--- src/design/bblur_pkg.sv ---
`timescale 1ns / 1ps

package bblur_pkg;

  localparam int MAX_WIDTH  = 1024;
  localparam int MAX_HEIGHT = 4096;
  localparam int ADDR_W     = $clog2(MAX_WIDTH);

  // Division by 2*count is a multiply by a rounded-up reciprocal. With a
  // numerator below 2**13 and a divisor up to 18, 19 fraction bits are exact.
  localparam int QUO_SHIFT = 19;
  localparam logic [18:0] RECIP [16] = '{
    19'd0,      19'd262144, 19'd131072, 19'd87382,
    19'd65536,  19'd52429,  19'd43691,  19'd37450,
    19'd32768,  19'd29128,  19'd0,      19'd0,
    19'd0,      19'd0,      19'd0,      19'd0
  };

  typedef enum logic [2:0] {
    S_IDLE,
    S_P_READ,
    S_P_LOAD,
    S_E_SUM,
    S_E_DIV,
    S_E_OUT,
    S_D_READ,
    S_D_LOAD
  } state_t;

  typedef enum logic [1:0] {
    K_FIRST,
    K_SECOND,
    K_DRAIN
  } kind_t;

  typedef struct packed {
    logic              cap;
    logic              mem_rd;
    logic              mem_wr;
    logic [ADDR_W-1:0] addr;
    logic              wr_bank;
    logic              win_shift;
    logic              top_bank;
    logic              sum_en;
    logic              sh;
    logic [2:0]        cv;
    logic [2:0]        rv;
    logic              fe;
    logic              div_en;
    logic              out_load;
  } cmd_t;

  typedef struct packed {
    logic out_free;
  } stat_t;

endpackage

--- src/design/bblur_ctrl.sv ---
`timescale 1ns / 1ps

module bblur_ctrl import bblur_pkg::*; (
  input  logic        clk,
  input  logic        rst,
  input  logic        in_valid,
  input  logic        command,
  input  logic        cfg_we,
  input  logic        cfg_index,
  input  logic [12:0] cfg_data,
  input  stat_t       stat,
  output logic        in_ready,
  output cmd_t        cmd
);

  state_t      state, state_next;
  kind_t       kind, kind_next;
  logic [1:0]  dk, dk_next;
  logic        draining;
  logic [9:0]  in_column;
  logic [11:0] in_row;
  logic [10:0] drain_column;
  logic [10:0] frame_width;
  logic [12:0] frame_height;

  logic [10:0] w, col, dcol, daddr;
  logic [12:0] h;
  logic        row_end, frame_done, d_last, has_first, has_second;
  logic        px_done, dr_done;

  always_comb begin
    if (frame_width == 11'd0) w = 11'd1;
    else if (frame_width > 11'(MAX_WIDTH)) w = 11'(MAX_WIDTH);
    else w = frame_width;
    if (frame_height == 13'd0) h = 13'd1;
    else if (frame_height > 13'(MAX_HEIGHT)) h = 13'(MAX_HEIGHT);
    else h = frame_height;
    col  = ({1'b0, in_column} >= w) ? w - 11'd1 : {1'b0, in_column};
    dcol = (drain_column >= w) ? w - 11'd1 : drain_column;
  end

  assign row_end    = (col + 11'd1) >= w;
  assign frame_done = ({1'b0, in_row} + 13'd1) >= h;
  assign d_last     = (dcol + 11'd1) >= w;
  assign has_first  = (in_row != 12'd0) && (col != 11'd0);
  assign has_second = (in_row != 12'd0) && row_end;

  // The drain window is read one column at a time, left, center, right.
  always_comb begin
    case (dk)
      2'd0:    daddr = (dcol != 11'd0) ? dcol - 11'd1 : dcol;
      2'd1:    daddr = dcol;
      default: daddr = d_last ? dcol : dcol + 11'd1;
    endcase
  end

  always_comb begin
    state_next = state;
    kind_next  = kind;
    dk_next    = dk;
    unique case (state)
      S_IDLE: begin
        if (in_valid) begin
          if (!command && !draining) begin
            state_next = S_P_READ;
          end else if (command && draining) begin
            state_next = S_D_READ;
            dk_next    = 2'd0;
          end
        end
      end
      S_P_READ: state_next = S_P_LOAD;
      S_P_LOAD: begin
        if (has_first) begin
          state_next = S_E_SUM;
          kind_next  = K_FIRST;
        end else if (has_second) begin
          state_next = S_E_SUM;
          kind_next  = K_SECOND;
        end else begin
          state_next = S_IDLE;
        end
      end
      S_E_SUM: state_next = S_E_DIV;
      S_E_DIV: state_next = S_E_OUT;
      S_E_OUT: begin
        if (stat.out_free) begin
          if (kind == K_FIRST && has_second) begin
            state_next = S_E_SUM;
            kind_next  = K_SECOND;
          end else begin
            state_next = S_IDLE;
          end
        end
      end
      S_D_READ: state_next = S_D_LOAD;
      S_D_LOAD: begin
        if (dk == 2'd2) begin
          state_next = S_E_SUM;
          kind_next  = K_DRAIN;
        end else begin
          state_next = S_D_READ;
          dk_next    = dk + 2'd1;
        end
      end
      default: state_next = S_IDLE;
    endcase
  end

  always_comb begin
    cmd      = '0;
    px_done  = 1'b0;
    dr_done  = 1'b0;
    in_ready = (state == S_IDLE);
    cmd.cap  = (state == S_IDLE) && in_valid;
    unique case (state)
      S_P_READ: begin
        cmd.mem_rd = 1'b1;
        cmd.addr   = col[ADDR_W-1:0];
      end
      S_P_LOAD: begin
        cmd.win_shift = 1'b1;
        cmd.top_bank  = in_row[0];
        cmd.mem_wr    = 1'b1;
        cmd.wr_bank   = in_row[0];
        cmd.addr      = col[ADDR_W-1:0];
        px_done       = !has_first && !has_second;
      end
      S_E_SUM: begin
        cmd.sum_en = 1'b1;
        unique case (kind)
          K_FIRST: begin
            cmd.sh = 1'b0;
            cmd.cv = {1'b1, 1'b1, col >= 11'd2};
            cmd.rv = {1'b1, 1'b1, in_row >= 12'd2};
          end
          K_SECOND: begin
            cmd.sh = 1'b1;
            cmd.cv = {1'b0, 1'b1, col != 11'd0};
            cmd.rv = {1'b1, 1'b1, in_row >= 12'd2};
          end
          default: begin
            cmd.sh = 1'b0;
            cmd.cv = {!d_last, 1'b1, dcol != 11'd0};
            cmd.rv = {1'b0, 1'b1, in_row != 12'd0};
            cmd.fe = d_last;
          end
        endcase
      end
      S_E_DIV: cmd.div_en = 1'b1;
      S_E_OUT: begin
        cmd.out_load = stat.out_free;
        dr_done      = stat.out_free && (kind == K_DRAIN);
        px_done      = stat.out_free && (kind != K_DRAIN) &&
                       !(kind == K_FIRST && has_second);
      end
      S_D_READ: begin
        cmd.mem_rd = 1'b1;
        cmd.addr   = daddr[ADDR_W-1:0];
      end
      S_D_LOAD: begin
        cmd.win_shift = 1'b1;
        cmd.top_bank  = ~in_row[0];
      end
      default: ;
    endcase
  end

  always_ff @(posedge clk) begin
    if (rst) begin
      state        <= S_IDLE;
      kind         <= K_FIRST;
      dk           <= 2'd0;
      draining     <= 1'b0;
      in_column    <= '0;
      in_row       <= '0;
      drain_column <= '0;
      frame_width  <= 11'd1024;
      frame_height <= 13'd768;
    end else begin
      state <= state_next;
      kind  <= kind_next;
      dk    <= dk_next;
      if (cfg_we) begin
        if (cfg_index) frame_height <= cfg_data;
        else frame_width <= cfg_data[10:0];
      end
      if (px_done) begin
        if (row_end) begin
          in_column <= '0;
          if (frame_done) begin
            draining     <= 1'b1;
            drain_column <= '0;
          end else begin
            in_row <= in_row + 12'd1;
          end
        end else begin
          in_column <= col[9:0] + 10'd1;
        end
      end
      if (dr_done) begin
        if (cmd.fe || d_last) begin
          in_column    <= '0;
          in_row       <= '0;
          drain_column <= '0;
          draining     <= 1'b0;
        end else begin
          drain_column <= dcol + 11'd1;
        end
      end
    end
  end

endmodule

--- config.mk ---
export PLATFORM = sky130hd
export DESIGN_NAME = bblur_ctrl
export DESIGN_NICKNAME = d
export VERILOG_FILES = /design/src/design/bblur_pkg.sv /design/src/design/bblur_ctrl.sv
export SDC_FILE = /design/constraint.sdc
export NUM_CORES = 1
export LEC_CHECK = 0
export ABC_CLOCK_PERIOD_IN_PS = 7200
export BUFFER_PORTS_ARGS = -buffer_cell sky130_fd_sc_hd__buf_2
export CORE_ASPECT_RATIO = 0.8
export CORE_MARGIN = 2
export CORE_UTILIZATION = 45
export CTS_CLUSTER_DIAMETER = 40
export DETAILED_ROUTE_END_ITERATION = 10
export GPL_TIMING_DRIVEN = 0
export PLACE_DENSITY = 0.71
export SLEW_MARGIN = 20
export SYNTH_ARGS = -nofsm -noshare
export SYNTH_HDL_FRONTEND = slang
export SYNTH_SLANG_ARGS = --single-unit
--- constraint.sdc ---
create_clock -name clk -period 7.2 [get_ports clk]
set_clock_uncertainty 0.1 [all_clocks]
set_input_delay 2.16 -clock clk [delete_from_list [all_inputs] [get_ports clk]]
set_output_delay 2.16 -clock clk [all_outputs]
set_load 0.05 [all_outputs]
---- Word level (Yosys, flattened, before mapping) ----
Index checks and enable logic that the tools add are counted.
Widths: inputs -> output; s select.
word-level totals
  bits in read-only memories .............. 0
  memories ................................ 0
  word-level logic and storage cells ...... 148
  RAM bits ................................ 0
  bits in latches ......................... 0
  output and inout bits ................... 28
  register bits after elaboration ......... 65
cells by class
  eq/ne operators ......................... 21
  add/sub/neg operators ................... 8
  multipliers ............................. 0
  shifts and indexed selects .............. 0
  reductions and logical operators ........ 39
  bitwise operators ....................... 2
  div/mod/pow operators ................... 0
  $lt $le $gt $ge ......................... 9
  muxes and demuxes ....................... 60
operators by type and width
  operator               number
  $mux 11                9
  $mux 10                6
  $mux 12                5
  $pmux 10 s2            2
  $ge 11x11->1           3
  $mux 13                2
  $mux 2                 12
  $pmux 3 s8             1
  $add 11x1->11 const B  2
  $reduce_bool 11->1     2
  $mux 3                 5
  $ne 2x2->1 const B     7
  $pmux 7 s2             1
  $add 12x1->13 const B  1
  $ge 13x13->1           1
  $gt 13x13->1 const B   1
  $logic_not 13->1       1
  $add 12x1->12 const B  1
  $eq 3x3->1 const B     4
  $ge 12x2->1 const B    1
  $mux 1                 12
  $reduce_bool 12->1     1
  $ge 10x11->1           1
  $ge 11x2->1 const B    1
  other kinds (29)       57

---- Depth between registers and ports, before layout ----
  word-level depth ........................ 15
  depth in mapped cells ................... 29
  mapped depth without buffers ............ 25

---- Worst setup path before layout ----
Ideal clock, no wire load.
  path type ............................... register to output
  from .................................... register frame_width[4]
  to ...................................... output cmd[20] in the netlist's numbering
  stages on the path, launching flop included .. 27
  arrival ................................. 6966 ps
  data required time ...................... 4940 ps
  path slack .............................. -2026 ps
  cell sequence ........................... dfxtp_1 > clkbuf_1 > nor4_1 > nand3_1 > a21oi_1 > ha_1 > nand2b_1 > a31oi_1 > nor2_1 > o21a_1 > clkbuf_1 > mux2i_1 > inv_1 > ha_1 > clkbuf_1 > nand3_1 > nor3_1 > xnor2_1 > ha_1 > o21ai_0 > a21oi_1 > o22ai_1 > a31oi_1 > clkbuf_1 > nor2_1 > xor2_1 > o311ai_0
RTL lines
  element                 line               source
  from (decl)             bblur_ctrl.sv:23   logic [10:0] frame_width;
  from (signal assigned)  bblur_ctrl.sv:186  else frame_width <= cfg_data[10:0];
  to (decl)               bblur_ctrl.sv:13   output cmd_t cmd

==> out/qor.txt <==
Routed Antenna Nets = 0
Count of input and output buffers = 46
Core area = 13600 um2
Vias in the first global route = 6489
Die Span X = 137 um
RSZ-0062 raised after global routing = yes
Design Area, Final = 8310 um2
Startpoint Class = flop
Max-Cap Viols = 0
Req. time, crit path = 4.94 ns
Largest net degree at the start of global routing = 13
Reg2reg setup slack = 0.43 ns
Filler Cell Count = 1187
Clk pin slew, worst setup/hold paths = 0.06 ns
Post-DP Area = 6940 um2
Violated checks = negative setup slack
Area of the die = 15000 um2
Worst Hold Class = flop to flop
R2r startpoint = frame_width[2]
Final Hold Viols = 0
Pre-Repair DR Iteration Count = 5
Lkg Pwr = 3.46 nW
Starting Density = 46.4%
Mapped Avg Cell Area = 7.37 um2
Relative slew slack = 38.6%
Worst Setup SP = frame_width[2]
Area Growth Syn to Fin = 31.4%
Final critical-path setup slack = -0.597 ns
Ratio of cells with drive above 1 in the final layout = 25.7%
Clk buf depth = 2
Overflow after GRT = 0
Worst hold slack = 0.363 ns
First-pass GRT wire length = 34.1 mm
Mapped cell area = 6320 um2
CTS tree = done
Max VDD drop = 0.158 mV
H-tree depth = 3
Detailed-route via count = 7114
ANT cells = 0
Tmin final = 7.80 ns
CP endpoint kind = output port
Vias per cell = 6.22
Post-synth EDFFs = 0
Syn_nets = 945
Ports = 48
CTS Root Cell = clkbuf_16
Post-Layout Cell Count = 1144
Sequential area share after synthesis = 20.6%
Pwr/cell area = 219 nW/um2
Row count = 38
WL/cell = 19.5 um
Nets@finish = 1046
Placed Cells = 1084
Routed WL = 22.3 mm
DRT iter0 DRCs = 834
FFs w/ async S/R, synth = 0%
CP Max Fanout = 7
Total CTS buffers = 9
Clk sink count = 65
Seq cells post-synth = 65
Routability Congestion = 0.981
Final setup TNS = -5.02 ns
DP HPWL = 15.7 mm
Max Slew Vio Count = 0
Final Cycle Share = 108%
Pwr Total = 1.82 mW
Netlist cell types = 68
Mapped Cells = 858
Hold path start = frame_height[0]
Worst slew pin tran = 0.898 ns
Die Y-Extent = 110 um
Initial antenna violation count = 0
Drt drc = 0
FMAX = 0.128 GHz
Outcome = finished with violations
Yosys warnings = 0
Post-synth top flop = dfxtp_1
Total GRT Usage = 29.2%
Clock Latency Late Sink = 0.34 ns
Critical path arrival = 5.54 ns
Critical path type = flop to output port
# hold bufs at CTS = 0
Final Setup Violations = 12
-- worst max-delay path, cell delays in order, from the launching register on --
cell and delay [ns]:
dfxtp_2 0.33, buf_8 0.12, nor4_4 0.31, nand3_2 0.15, a21oi_4 0.28, ha_4 0.25, nand2b_4 0.14, a31oi_4 0.22
nor2_4 0.06, o21a_1 0.21, clkbuf_8 0.18, mux2i_4 0.20, inv_2 0.09, ha_4 0.22, nand3_4 0.16, nor3_4 0.20
xnor2_1 0.11, ha_2 0.35, o21ai_2 0.07, a21oi_2 0.18, o22ai_4 0.11, a31oi_4 0.24, or2_4 0.26, nor2_4 0.05
xnor2_2 0.13, a32oi_2 0.29, o21ai_2 0.10, buf_6 0.16
-- Yosys cell counts (9+ instances only) --
| cell type | number | area share (%) |
|---|---|---|
| nand2_1 | 129 | 7.7 |
| nor2_1 | 75 | 4.5 |
| a21oi_1 | 72 | 5.7 |
| ha_1 | 67 | 13 |
| dfxtp_1 | 65 | 21 |
| clkbuf_1 | 35 | 2.1 |
| o21ai_0 | 34 | 2.7 |
| inv_1 | 32 | 1.9 |
| nand3_1 | 28 | 2.2 |
| nor3_1 | 27 | 2.1 |
| xnor2_1 | 25 | 3.5 |
| mux2i_1 | 23 | 3.6 |
| xor2_1 | 22 | 3.0 |
| nand2b_1 | 13 | 1.3 |
| nor2b_1 | 12 | 1.2 |
| nor4_1 | 12 | 1.2 |
| or2_2 | 12 | 1.2 |
| a21o_1 | 10 | 1.2 |
| a31oi_1 | 10 | 0.99 |
| and2_1 | 10 | 0.99 |
| o21a_1 | 10 | 1.2 |
| or3_1 | 10 | 0.99 |
| a22o_1 | 9 | 1.2 |
-- cells by family (layout without fill, tap and decap cells) --
family	count (synthesis)	after routing	share of synthesized area [%]
AOI/OAI and AO/OA	207	207	21.6
muxes	31	31	5.06
adders and majority gates	67	67	13.3
xor gates and xnor gates	47	47	6.51
DFF	65	65	20.6
buffers and inverters	73	179	4.51
and+or+nand+nor	368	368	28.5
-- cell type report --
cell class                 count  area, um2  area share [%]
buffer                        36        191            2.30
clock buffer                  10        239            2.88
clock inverter                 6       42.5           0.512
inverter                      32        120            1.45
multi-input combinational    720       5490            66.0
sequential                    65       1320            15.8
tap                          180        225            2.71
timing repair buffer          95        688            8.28
-- metrics by stage --
stage | setup WS [ns] | utilization [%]
after floorplan | 0.00322 | -
after global placement | -1.24 | 50.8
after detailed placement | -1.24 | 50.8
after CTS | -0.364 | 58.7
after global routing | -0.745 | 60.9
final | -0.597 | 60.9
-- report_power, final --
group	leakage (nW)	internal, mW	switching (mW)
Combinational	2.79	0.337	0.642
Sequential	0.531	0.385	0.0294
Clock	0.135	0.243	0.186
-- cells in the final DEF, fill, tap and decap left out, types with 11 or more instances in the layout --
cell type,instances
nand2_1,124
a21oi_1,67
nor2_1,65
ha_1,59
dfxtp_1,58
buf_4,49
buf_2,38
inv_1,30
nand3_1,25
nor3_1,24
o21ai_0,22
clkbuf_1,21
xnor2_1,20
xor2_1,18
mux2i_1,15
buf_6,14
nand2b_1,11
nor2b_1,11
-- state kept, by name, summed over array words and instances (netlist names) --
name	cells
dk	2
drain_column	11
draining	1
frame_height	13
frame_width	11
in_column	10
in_row	12
kind	2
state	3
-- layer usage --
layer / vias to the layer above / GRT usage (%) / routed length (um)
met5: - / 0 / 0
met4: 0 / 9.82 / 592
met3: 51 / 6.68 / 2040
met2: 373 / 43.8 / 9610
met1: 3384 / 41.1 / 10100
li1: 3306 / - / -
-- timing repair --
| item | 4_1_cts | 5_1_grt |
|---|---|---|
| setup endpoints to repair | 24 | 39 |
| pin swaps | 39 | 34 |
| gates resized for setup | 134 | 49 |
| setup buffers | 36 | 13 |
-- final timing paths --
check	to	cells after the start
worst min register to register	frame_height[0]	2
worst max register to register	in_row[7]	30
worst min-delay path	frame_height[0]	2
worst max-delay path	cmd[19]	27
(Power assumes the default switching activity.)
